==> src/sv/s2a_pkg.sv <==
// Shared types and constants for the signed integer to decimal ASCII converter.
package s2a_pkg;

    localparam int WIDTH           = 32;
    localparam int DIGITS          = 10;
    localparam int BCD_W           = 4 * DIGITS;
    localparam int DIG_IDX_W       = $clog2(DIGITS);
    localparam int STEPS_PER_STAGE = 4;
    localparam int NUM_STAGES      = WIDTH / STEPS_PER_STAGE;

    localparam logic [5:0] CHAR_MINUS = 6'd45;
    localparam logic [5:0] CHAR_ZERO  = 6'd48;

    // Conversion state carried down the shift-and-add-3 pipeline
    typedef struct packed {
        logic             neg;
        logic [BCD_W-1:0] bcd;
        logic [WIDTH-1:0] bin;
    } conv_t;

endpackage

==> src/sv/s2a_dabble_stage.sv <==
// One pipeline stage of the binary to BCD converter: a few shift-and-add-3 steps.
module s2a_dabble_stage
(
    input  logic           clk,
    input  logic           rst_n,
    input  logic           in_valid,
    output logic           in_stall,
    input  s2a_pkg::conv_t in_data,
    output logic           out_valid,
    input  logic           out_stall,
    output s2a_pkg::conv_t out_data
);

    logic           valid_reg;
    logic           valid_next;
    s2a_pkg::conv_t data_reg;
    s2a_pkg::conv_t data_next;
    logic           load;

    // Shift-and-add-3 steps for this stage
    always_comb
    begin
        data_next = in_data;
        for (int s = 0; s < s2a_pkg::STEPS_PER_STAGE; s++)
        begin
            for (int d = 0; d < s2a_pkg::DIGITS; d++)
            begin
                if (data_next.bcd[4*d +: 4] >= 4'd5)
                begin
                    data_next.bcd[4*d +: 4] = data_next.bcd[4*d +: 4] + 4'd3;
                end
            end
            data_next.bcd = {data_next.bcd[s2a_pkg::BCD_W-2:0],
                             data_next.bin[s2a_pkg::WIDTH-1]};
            data_next.bin = {data_next.bin[s2a_pkg::WIDTH-2:0], 1'b0};
        end
    end

    // Stage advances when empty or when downstream takes the transfer
    assign load       = !valid_reg || !out_stall;
    assign in_stall   = !load;
    assign valid_next = load ? in_valid : valid_reg;

    always_ff @(posedge clk or negedge rst_n)
    begin
        if (!rst_n)
        begin
            valid_reg <= 1'b0;
        end
        else
        begin
            valid_reg <= valid_next;
        end
    end

    always_ff @(posedge clk)
    begin
        if (load && in_valid)
        begin
            data_reg <= data_next;
        end
    end

    assign out_valid = valid_reg;
    assign out_data  = data_reg;

endmodule

==> src/sv/s2a_serializer.sv <==
// Serializer: emits sign and significant BCD digits as ASCII, one per cycle while the receiver does not stall.
module s2a_serializer
(
    input  logic           clk,
    input  logic           rst_n,
    input  logic           in_valid,
    output logic           in_stall,
    input  s2a_pkg::conv_t in_data,
    output logic           out_valid,
    input  logic           out_stall,
    output logic [5:0]     character,
    output logic           last
);

    logic                           busy_reg;
    logic                           busy_next;
    logic                           neg_pend_reg;
    logic                           neg_pend_next;
    logic [s2a_pkg::DIG_IDX_W-1:0]  idx_reg;
    logic [s2a_pkg::DIG_IDX_W-1:0]  idx_next;
    logic [3:0]                     digits_reg [s2a_pkg::DIGITS];
    logic [s2a_pkg::DIG_IDX_W-1:0]  top_idx;
    logic                           advance;
    logic                           finish;
    logic                           load;

    // Highest nonzero digit; zero gives a single digit
    always_comb
    begin
        top_idx = '0;
        for (int d = 0; d < s2a_pkg::DIGITS; d++)
        begin
            if (in_data.bcd[4*d +: 4] != 4'd0)
            begin
                top_idx = s2a_pkg::DIG_IDX_W'(d);
            end
        end
    end

    // Output from registered state
    assign out_valid = busy_reg;
    assign character = neg_pend_reg ? s2a_pkg::CHAR_MINUS
                                    : s2a_pkg::CHAR_ZERO + {2'b00, digits_reg[idx_reg]};
    assign last      = !neg_pend_reg && (idx_reg == '0);

    assign advance  = busy_reg && !out_stall;
    assign finish   = advance && last;
    assign load     = !busy_reg || finish;
    assign in_stall = !load;

    // Sequencing of sign and digits
    always_comb
    begin
        busy_next     = busy_reg;
        neg_pend_next = neg_pend_reg;
        idx_next      = idx_reg;
        if (load)
        begin
            busy_next     = in_valid;
            neg_pend_next = in_data.neg;
            idx_next      = top_idx;
        end
        else if (advance)
        begin
            if (neg_pend_reg)
            begin
                neg_pend_next = 1'b0;
            end
            else
            begin
                idx_next = idx_reg - s2a_pkg::DIG_IDX_W'(1);
            end
        end
    end

    always_ff @(posedge clk or negedge rst_n)
    begin
        if (!rst_n)
        begin
            busy_reg     <= 1'b0;
            neg_pend_reg <= 1'b0;
            idx_reg      <= '0;
        end
        else
        begin
            busy_reg     <= busy_next;
            neg_pend_reg <= neg_pend_next;
            idx_reg      <= idx_next;
        end
    end

    always_ff @(posedge clk)
    begin
        if (load && in_valid)
        begin
            for (int d = 0; d < s2a_pkg::DIGITS; d++)
            begin
                digits_reg[d] <= in_data.bcd[4*d +: 4];
            end
        end
    end

    // Only a minus sign or a decimal digit leaves the block
    a_char_range: assert property (@(posedge clk) disable iff (!rst_n)
        out_valid |-> (character == s2a_pkg::CHAR_MINUS) ||
                      (character >= s2a_pkg::CHAR_ZERO && character <= 6'd57))
        else $error("character out of range");

    // A minus sign is always followed by at least one digit
    a_minus_then_digit: assert property (@(posedge clk) disable iff (!rst_n)
        (advance && neg_pend_reg) |=> (busy_reg && !neg_pend_reg))
        else $error("minus sign not followed by digit");

    // After the last transfer with nothing waiting, the serializer goes idle
    a_idle_after_last: assert property (@(posedge clk) disable iff (!rst_n)
        (finish && !in_valid) |=> !busy_reg)
        else $error("serializer busy after last character");

endmodule

==> src/sv/signed_int_to_decimal_ascii.sv <==
// An input transfer reaches its first character through the input register, eight conversion
// stages of four shift-and-add-3 steps each, and the serializer load.
// Throughput: one character per cycle unless the receiver stalls; an item gives 1 to 11
// characters (its digits plus one for a minus sign), set by the single-character output serializer.
// The conversion pipeline accepts a new value every cycle until it backs up.
// Reset (rst_n, async, active low) empties every stage and the serializer.
module signed_int_to_decimal_ascii
(
    input  logic        clk,
    input  logic        rst_n,
    input  logic        value_valid,
    output logic        value_stall,
    input  logic [31:0] value,
    output logic        character_valid,
    input  logic        character_stall,
    output logic [5:0]  character,
    output logic        last
);

    logic           valid_reg;
    s2a_pkg::conv_t data_reg;
    s2a_pkg::conv_t data_next;
    logic           load;

    logic           stg_valid [s2a_pkg::NUM_STAGES+1];
    logic           stg_stall [s2a_pkg::NUM_STAGES+1];
    s2a_pkg::conv_t stg_data  [s2a_pkg::NUM_STAGES+1];

    // Input stage: sign and magnitude (unsigned, so the most negative value is safe)
    always_comb
    begin
        data_next.neg = value[s2a_pkg::WIDTH-1];
        data_next.bcd = '0;
        data_next.bin = value[s2a_pkg::WIDTH-1] ? (~value + 32'd1) : value;
    end

    assign load        = !valid_reg || !stg_stall[0];
    assign value_stall = !load;

    always_ff @(posedge clk or negedge rst_n)
    begin
        if (!rst_n)
        begin
            valid_reg <= 1'b0;
        end
        else if (load)
        begin
            valid_reg <= value_valid;
        end
    end

    always_ff @(posedge clk)
    begin
        if (load && value_valid)
        begin
            data_reg <= data_next;
        end
    end

    assign stg_valid[0] = valid_reg;
    assign stg_data[0]  = data_reg;

    // Binary to BCD pipeline
    for (genvar g = 0; g < s2a_pkg::NUM_STAGES; g++)
    begin : g_stage
        s2a_dabble_stage u_stage
        (
            .clk       (clk),
            .rst_n     (rst_n),
            .in_valid  (stg_valid[g]),
            .in_stall  (stg_stall[g]),
            .in_data   (stg_data[g]),
            .out_valid (stg_valid[g+1]),
            .out_stall (stg_stall[g+1]),
            .out_data  (stg_data[g+1])
        );
    end

    // Character output
    s2a_serializer u_serializer
    (
        .clk       (clk),
        .rst_n     (rst_n),
        .in_valid  (stg_valid[s2a_pkg::NUM_STAGES]),
        .in_stall  (stg_stall[s2a_pkg::NUM_STAGES]),
        .in_data   (stg_data[s2a_pkg::NUM_STAGES]),
        .out_valid (character_valid),
        .out_stall (character_stall),
        .character (character),
        .last      (last)
    );

endmodule

==> config.mk <==
export PLATFORM = sky130hd
export DESIGN_NAME = signed_int_to_decimal_ascii
export DESIGN_NICKNAME = d
export VERILOG_FILES = /design/src/sv/s2a_pkg.sv /design/src/sv/s2a_dabble_stage.sv /design/src/sv/s2a_serializer.sv /design/src/sv/signed_int_to_decimal_ascii.sv
export SDC_FILE = /design/constraint.sdc
export NUM_CORES = 1
export LEC_CHECK = 0
export BUFFER_PORTS_ARGS = -buffer_cell sky130_fd_sc_hd__clkbuf_2
export CORE_MARGIN = 10
export CORE_UTILIZATION = 53
export DETAILED_ROUTE_END_ITERATION = 10
export GPL_TIMING_DRIVEN = 1
export PLACE_DENSITY_LB_ADDON = 0.08
export SLEW_MARGIN = 20
export SYNTH_ARGS = -nofsm -noshare
export SYNTH_HDL_FRONTEND = slang
export SYNTH_SLANG_ARGS = --single-unit
==> constraint.sdc <==
create_clock -name clk -period 8.9 [get_ports clk]
set_clock_uncertainty 0.15 [all_clocks]
set_input_delay 0.89 -clock clk [delete_from_list [all_inputs] [get_ports clk]]
set_output_delay 0.89 -clock clk [all_outputs]
set_load 0.02 [all_outputs]
# Word level (Yosys, flattened, before mapping)
# Memory sizes are Yosys's and may differ from the RTL's.
# Cells that the tools add are included.
# word_totals
register_bits	448
mem_bits_rw	40
input_bits	36
out_inout_bits	9
wordCells	907
mem_count	1
# memory_table
memory	depth	word_bits	read_ports	rd_ports_with_merged_regs	wr	line	source
u_serializer.digits_reg	10	4	1	0	10	s2a_serializer.sv:21	logic [3:0] digits_reg [s2a_pkg::DIGITS];
# op_classes
add_sub_neg	268
order_cmp	265
eq_ne	1
mux	283
bitwise	1
reduce_logical	48
# ops
cell	n
>= comparator 4 x 3 -> 1 bit (second input constant)	255
2-to-1 mux 4 bit	252
adder 4 x 2 -> 4 bit (second input constant)	234
2-to-1 mux 3 bit	22
adder 3 x 2 -> 3 bit (second input constant)	21
nonzero test 4 bit	9
adder 32 x 1 -> 32 bit (second input constant)	1
inverter 32 bit	1
2-to-1 mux 31 bit	1
adder 1 x 2 -> 3 bit (second input constant)	8
>= comparator 1 x 3 -> 1 bit (second input constant)	8
logical AND 1 bit	13
logical NOT 1 bit	13
logical OR 1 bit	10
2-to-1 mux 1 bit	7
adder 1 x 2 -> 3 bit (both inputs constant)	2
adder 5 x 5 -> 6 bit (first input constant)	1
>= comparator 1 x 3 -> 1 bit (both inputs constant)	2
2-to-1 mux 6 bit	1
logical NOT 4 bit	1
subtractor 4 x 1 -> 4 bit (second input constant)	1
inequality test 2 bit (second input constant)	1
AND reduction 2 bit	1
nonzero test 2 bit	1

# Longest topological paths before layout
# depth
depth_word	14
mapped_depth	19
mapped_depth_nobuf	18

# Hierarchy
# Synthesis repeated with hierarchy kept, for this count alone.
# hier_totals
hier_cells	6952
hier_area_um2	60723.2
# by_module_without_submodules
module	n_inst	cells_each	area_each_um2	seq_area_each_um2
s2a_dabble_stage	8	837	7113.1	2097.0
s2a_serializer	1	119	2039.5	1351.3
signed_int_to_decimal_ascii	1	137	1779.2	1016.0

# Worst setup path after synthesis
# Ideal clock, no wire load.
# synth_timing
path_type	reg-to-reg
start	register u_serializer.idx_reg[0] (netlist name)
end	register g_stage[6].u_stage.data_reg (netlist bit g_stage[6].u_stage.out_data[28]) (enable)
setup_ps	467
arrival_ps	3673
required_time_ps	8283
slack_ps	4610
path_stages_with_launch	8
path_buffers	2
synth_period_minus_slack_ps	4290
cell_sequence	dfrtp_1 clkbuf_1 buf_1 inv_1 ha_1 nand3_1 o21a_1 a31oi_1
# synth_via
elab_chain_cells	7
# synth_rtl
element	line	source
start, declared	s2a_serializer.sv:19	logic [s2a_pkg::DIG_IDX_W-1:0] idx_reg;
start signal, assigned	s2a_serializer.sv:88	idx_reg <= idx_next;
logical NOT 4 bit	s2a_serializer.sv:44	assign last = !neg_pend_reg && (idx_reg == '0);
logical AND 1 bit	s2a_serializer.sv:44	
logical AND 1 bit	s2a_serializer.sv:47	assign finish = advance && last;
logical OR 1 bit	s2a_serializer.sv:48	assign load = !busy_reg || finish;
logical OR 1 bit (2 in a row)	s2a_dabble_stage.sv:40	assign load = !valid_reg || !out_stall;
logical AND 1 bit	s2a_dabble_stage.sv:58	if (load && in_valid)
end signal, assigned	s2a_dabble_stage.sv:60	data_reg <= data_next;
end, declared	s2a_dabble_stage.sv:16	s2a_pkg::conv_t data_reg;
# No other way between the ends.
# A chain may end at the register's enable or synchronous reset.

# Final worst setup path
# layout_timing
start	register u_serializer.idx_reg[0] (netlist name)
end	output port value_stall
# layout_via
elab_chain_cells	14
# layout_rtl
element	line	source
logical NOT 4 bit	s2a_serializer.sv:44	
logical AND 1 bit	s2a_serializer.sv:44	
logical AND 1 bit	s2a_serializer.sv:47	
logical OR 1 bit	s2a_serializer.sv:48	
logical OR 1 bit (8 in a row)	s2a_dabble_stage.sv:40	
logical OR 1 bit	signed_int_to_decimal_ascii.sv:37	assign load = !valid_reg || !stg_stall[0];
logical NOT 1 bit	signed_int_to_decimal_ascii.sv:38	assign value_stall = !load;
end, declared	signed_int_to_decimal_ascii.sv:12	output logic value_stall,
# No other way between the ends.

==> impl_metrics.env <==
export IMPL_global_route_usage_total_pct=17.1
export IMPL_synthesis_area_sq_mm=0.0304
export IMPL_syn_nets=3507
export IMPL_via_count=24595
export IMPL_numCtsBuffers=46
export IMPL_yosys_top_cells_count="edfxtp_1, nand2_1, nor2_1"
export IMPL_initial_utilization_pct=53.8
export IMPL_met2_wirelength_mm=31.4
export IMPL_floorplan_die_width_microns=260
export IMPL_critical_path_cell_chain="inv_1, ha_1, nand3_1, o21a_1, nand4_1, nor4_1, clkbuf_2"
export IMPL_design_power_total_mw=9.26
export IMPL_via_count_of_the_first_global_routing_pass=23201
export IMPL_rsz0062_at_grt="no"
export IMPL_synth_area_per_cell_sq_um=9.15
export IMPL_topRoutingLayerUsed="met4"
export IMPL_place_hpwl_mm=44.7
export IMPL_cts_path_max_buffers=3
export IMPL_grt_overflow_total=0
export IMPL_dpl_worst_slack_ps=4520
export IMPL_cts_repair_timing_setup_buffer_count=0
export IMPL_ant_nets=0
export IMPL_fin_crit_ps=4690
export IMPL_die_area_sq_mm=0.0674
export IMPL_timing_worst_slew_pin_value_ps=1060
export IMPL_clkSinkCount=393
export IMPL_design_final_nets=3514
export IMPL_fp_row_count=87
export IMPL_crit_path_max_fanout=16
export IMPL_yosysTopAreaCell="edfxtp_1"
export IMPL_crit_slowest_cell="dfrtp_1"
export IMPL_synth_seq_area_share_pct=38.5
export IMPL_final_core_util_pct=58.1
export IMPL_worst_skew_pair_late_latency_ps=590
export IMPL_worst_ir_drop_vdd_v=0.000183
export IMPL_timing_hold_violations_final=0
export IMPL_route_met3_wl_mm=1.87
export IMPL_dr_pass1_iters=5
export IMPL_post_cts_resized=0
export IMPL_critPathKind="reg -> out"
export IMPL_synth_most_common_cell="edfxtp_1"
export IMPL_fillerInstances=4846
export IMPL_synth_distinct_cells=115
export IMPL_cts_htree_levels=2
export IMPL_postSynthRegisterBits=393
export IMPL_drt_iter0_drc=1374
export IMPL_grt_start_max_net_pins=43
export IMPL_core_area_sq_mm=0.0566
export IMPL_postSynthCellCount=3326
export IMPL_cts_tree="yes"
export IMPL_ys_warn_count=0
export IMPL_layout_drive_gt1_share_pct=9.08
export IMPL_run_status="finished, final reports clean"
export IMPL_fp_dieH_microns=260
export IMPL_cp_slowest_stage_delay_ps=860
export IMPL_setup_slack_ps=4210
export IMPL_layout_area_overhead_vs_synth_pct=8.07
export IMPL_first_pass_grt_wire_length_mm=102
export IMPL_power_density_mw_per_mm2=281
export IMPL_final_min_period_over_clock_period_pct=52.7
export IMPL_report_final_setup_viol=0
export IMPL_number_of_antenna_violations_at_the_first_check_in_global_routing=0
export IMPL_route_final_wire_length_mm=59.6
export IMPL_async_set_or_reset_flop_fraction_in_the_synthesized_netlist_pct=3.82
export IMPL_endpoint_type_of_the_worst_setup_path="output port"
export IMPL_ys_top_cells_by_area="edfxtp_1, ha_1, nand2_1"
export IMPL_critical_path_required_ps=7860
export IMPL_max_cap_viol_count=0
export IMPL_final_report_max_slew_violation_count=0
export IMPL_critical_path_startpoint_type="flop"
export IMPL_routed_wire_length_per_instance_microns=14.5
export IMPL_remaining_drc_errors=0
export IMPL_post_drt_via_cell_ratio=5.96
export IMPL_power_static_leakage_nw=12.3
export IMPL_fmax_mhz=213
export IMPL_synth_edf_count=378
export IMPL_ys_dominant_reg_cell="edfxtp_1"
export IMPL_globalplace_congestion=0.818
export IMPL_timing_slew_headroom_pct=29.2
export IMPL_critical_path_arrival_ps=3650
export IMPL_cts_hold_fix_buffers=0
export IMPL_clkTransAtPathRegs_ps=60
export IMPL_tns_ps=0
export IMPL_synth_top_cell_area_share_pct=37.3
export IMPL_hp_class="in -> async"
export IMPL_cell_at_the_root_of_the_clock_tree="clkbuf_16"
export IMPL_wirelength_met1_mm=25.2
export IMPL_pin_count=45
export IMPL_largest_reg_flops=305
export IMPL_io_buffers=43
export IMPL_antenna_diode_count=0
-- cell families after synthesis --
kind of cell	Yosys count	synth area share, %
compound gates	1157	25.0
simple gates	1033	16.5
flops	393	38.5
buf+inv	296	3.74
xor+xnor	167	5.19
fa+ha+maj	147	6.02
mux	132	4.95
other cells	1	0.0123
-- layer usage --
metal / vias to the layer above / track usage (%)
li1: 12506 / -
met1: 11626 / 19.0
met5: - / 0
met4: 0 / 4.71
met2: 379 / 33.2
met3: 84 / 2.38
-- final timing paths --
check / startpoint / to / slack (ps) / depth (start not counted)
max: u_serializer.idx_reg[0]$_DFFE_PN0P_ / value_stall / 4210 / 7
min: rst_n / u_serializer.neg_pend_reg$_DFFE_PN0P_ / 120 / 1
max reg2reg: g_stage[4].u_stage.out_data[32]$_DFFE_PP_ / g_stage[5].u_stage.out_data[37]$_DFFE_PP_ / 4490 / 15
min reg2reg: data_reg[8]$_DFFE_PP_ / g_stage[0].u_stage.out_data[12]$_DFFE_PP_ / 260 / 0
max in group asynchronous: rst_n / g_stage[3].u_stage.out_valid$_DFFE_PN0P_ / 8130 / 1
min in group clk: data_reg[8]$_DFFE_PP_ / g_stage[0].u_stage.out_data[12]$_DFFE_PP_ / 260 / 0
-- final cells by class --
type / instances / area (sq um) / share of cell area, %
sequential: 393 / 11700 / 35.6
clock buffer: 51 / 1170 / 3.55
multi-input combinational: 2637 / 17600 / 53.6
tap: 756 / 946 / 2.87
clock inverter: 33 / 362 / 1.10
inverter: 203 / 762 / 2.32
timing repair buffer: 52 / 295 / 0.897
-- cells in the final DEF (no fill, tap or decap), types with 18 or more instances in the layout --
cell and n:
or3_1 37, nor3_1 68, ha_1 145, o221ai_1 20, nand3_1 67, nand2_1 320
nor2_1 237, nor2b_1 42, edfxtp_1 378, o21ai_1 124, xor2_1 31, nand2b_1 91
a21o_1 26, mux2i_1 74, a21oi_1 229, o21bai_1 18, a211oi_1 64, o22ai_1 48
inv_2 18, o211ai_1 37, nor4_1 18, o31ai_1 24, a22oi_1 19, a31oi_1 51
inv_1 181, nor3b_1 18, mux2_2 38, and2_1 33, clkbuf_16 46, clkbuf_2 43
xnor2_1 122, o21a_1 61, o21ai_0 216
-- power breakdown --
group / leakage [nW] / internal [mW] / switching [mW]
combinational: 8.00 / 1.94 / 2.72
sequential: 3.58 / 2.52 / 0.191
clock: 0.738 / 1.11 / 0.779
total: 12.3 / 5.57 / 3.69
-- critical path, delay by kind of cell (launching register included) --
kind | cells | cell delay [ps]
and+or+nand+nor | 3 | 1100
DFF | 1 | 860
buffers and inverters | 2 | 430
AOI/OAI and AO/OA | 1 | 410
adders and majority gates | 1 | 250
-- stage by stage --
stage          hold WS, ps  area [sq um]  cells
2_1_floorplan          250         30400   3326
3_3_place_gp           250         31300   4040
3_5_place_dp           255         31300   4040
4_1_cts               76.7         32900   4124
5_1_grt                107         32900   4125
6_report               115         32900   4125
No activity file was read; power rests on OpenSTA's default activity.
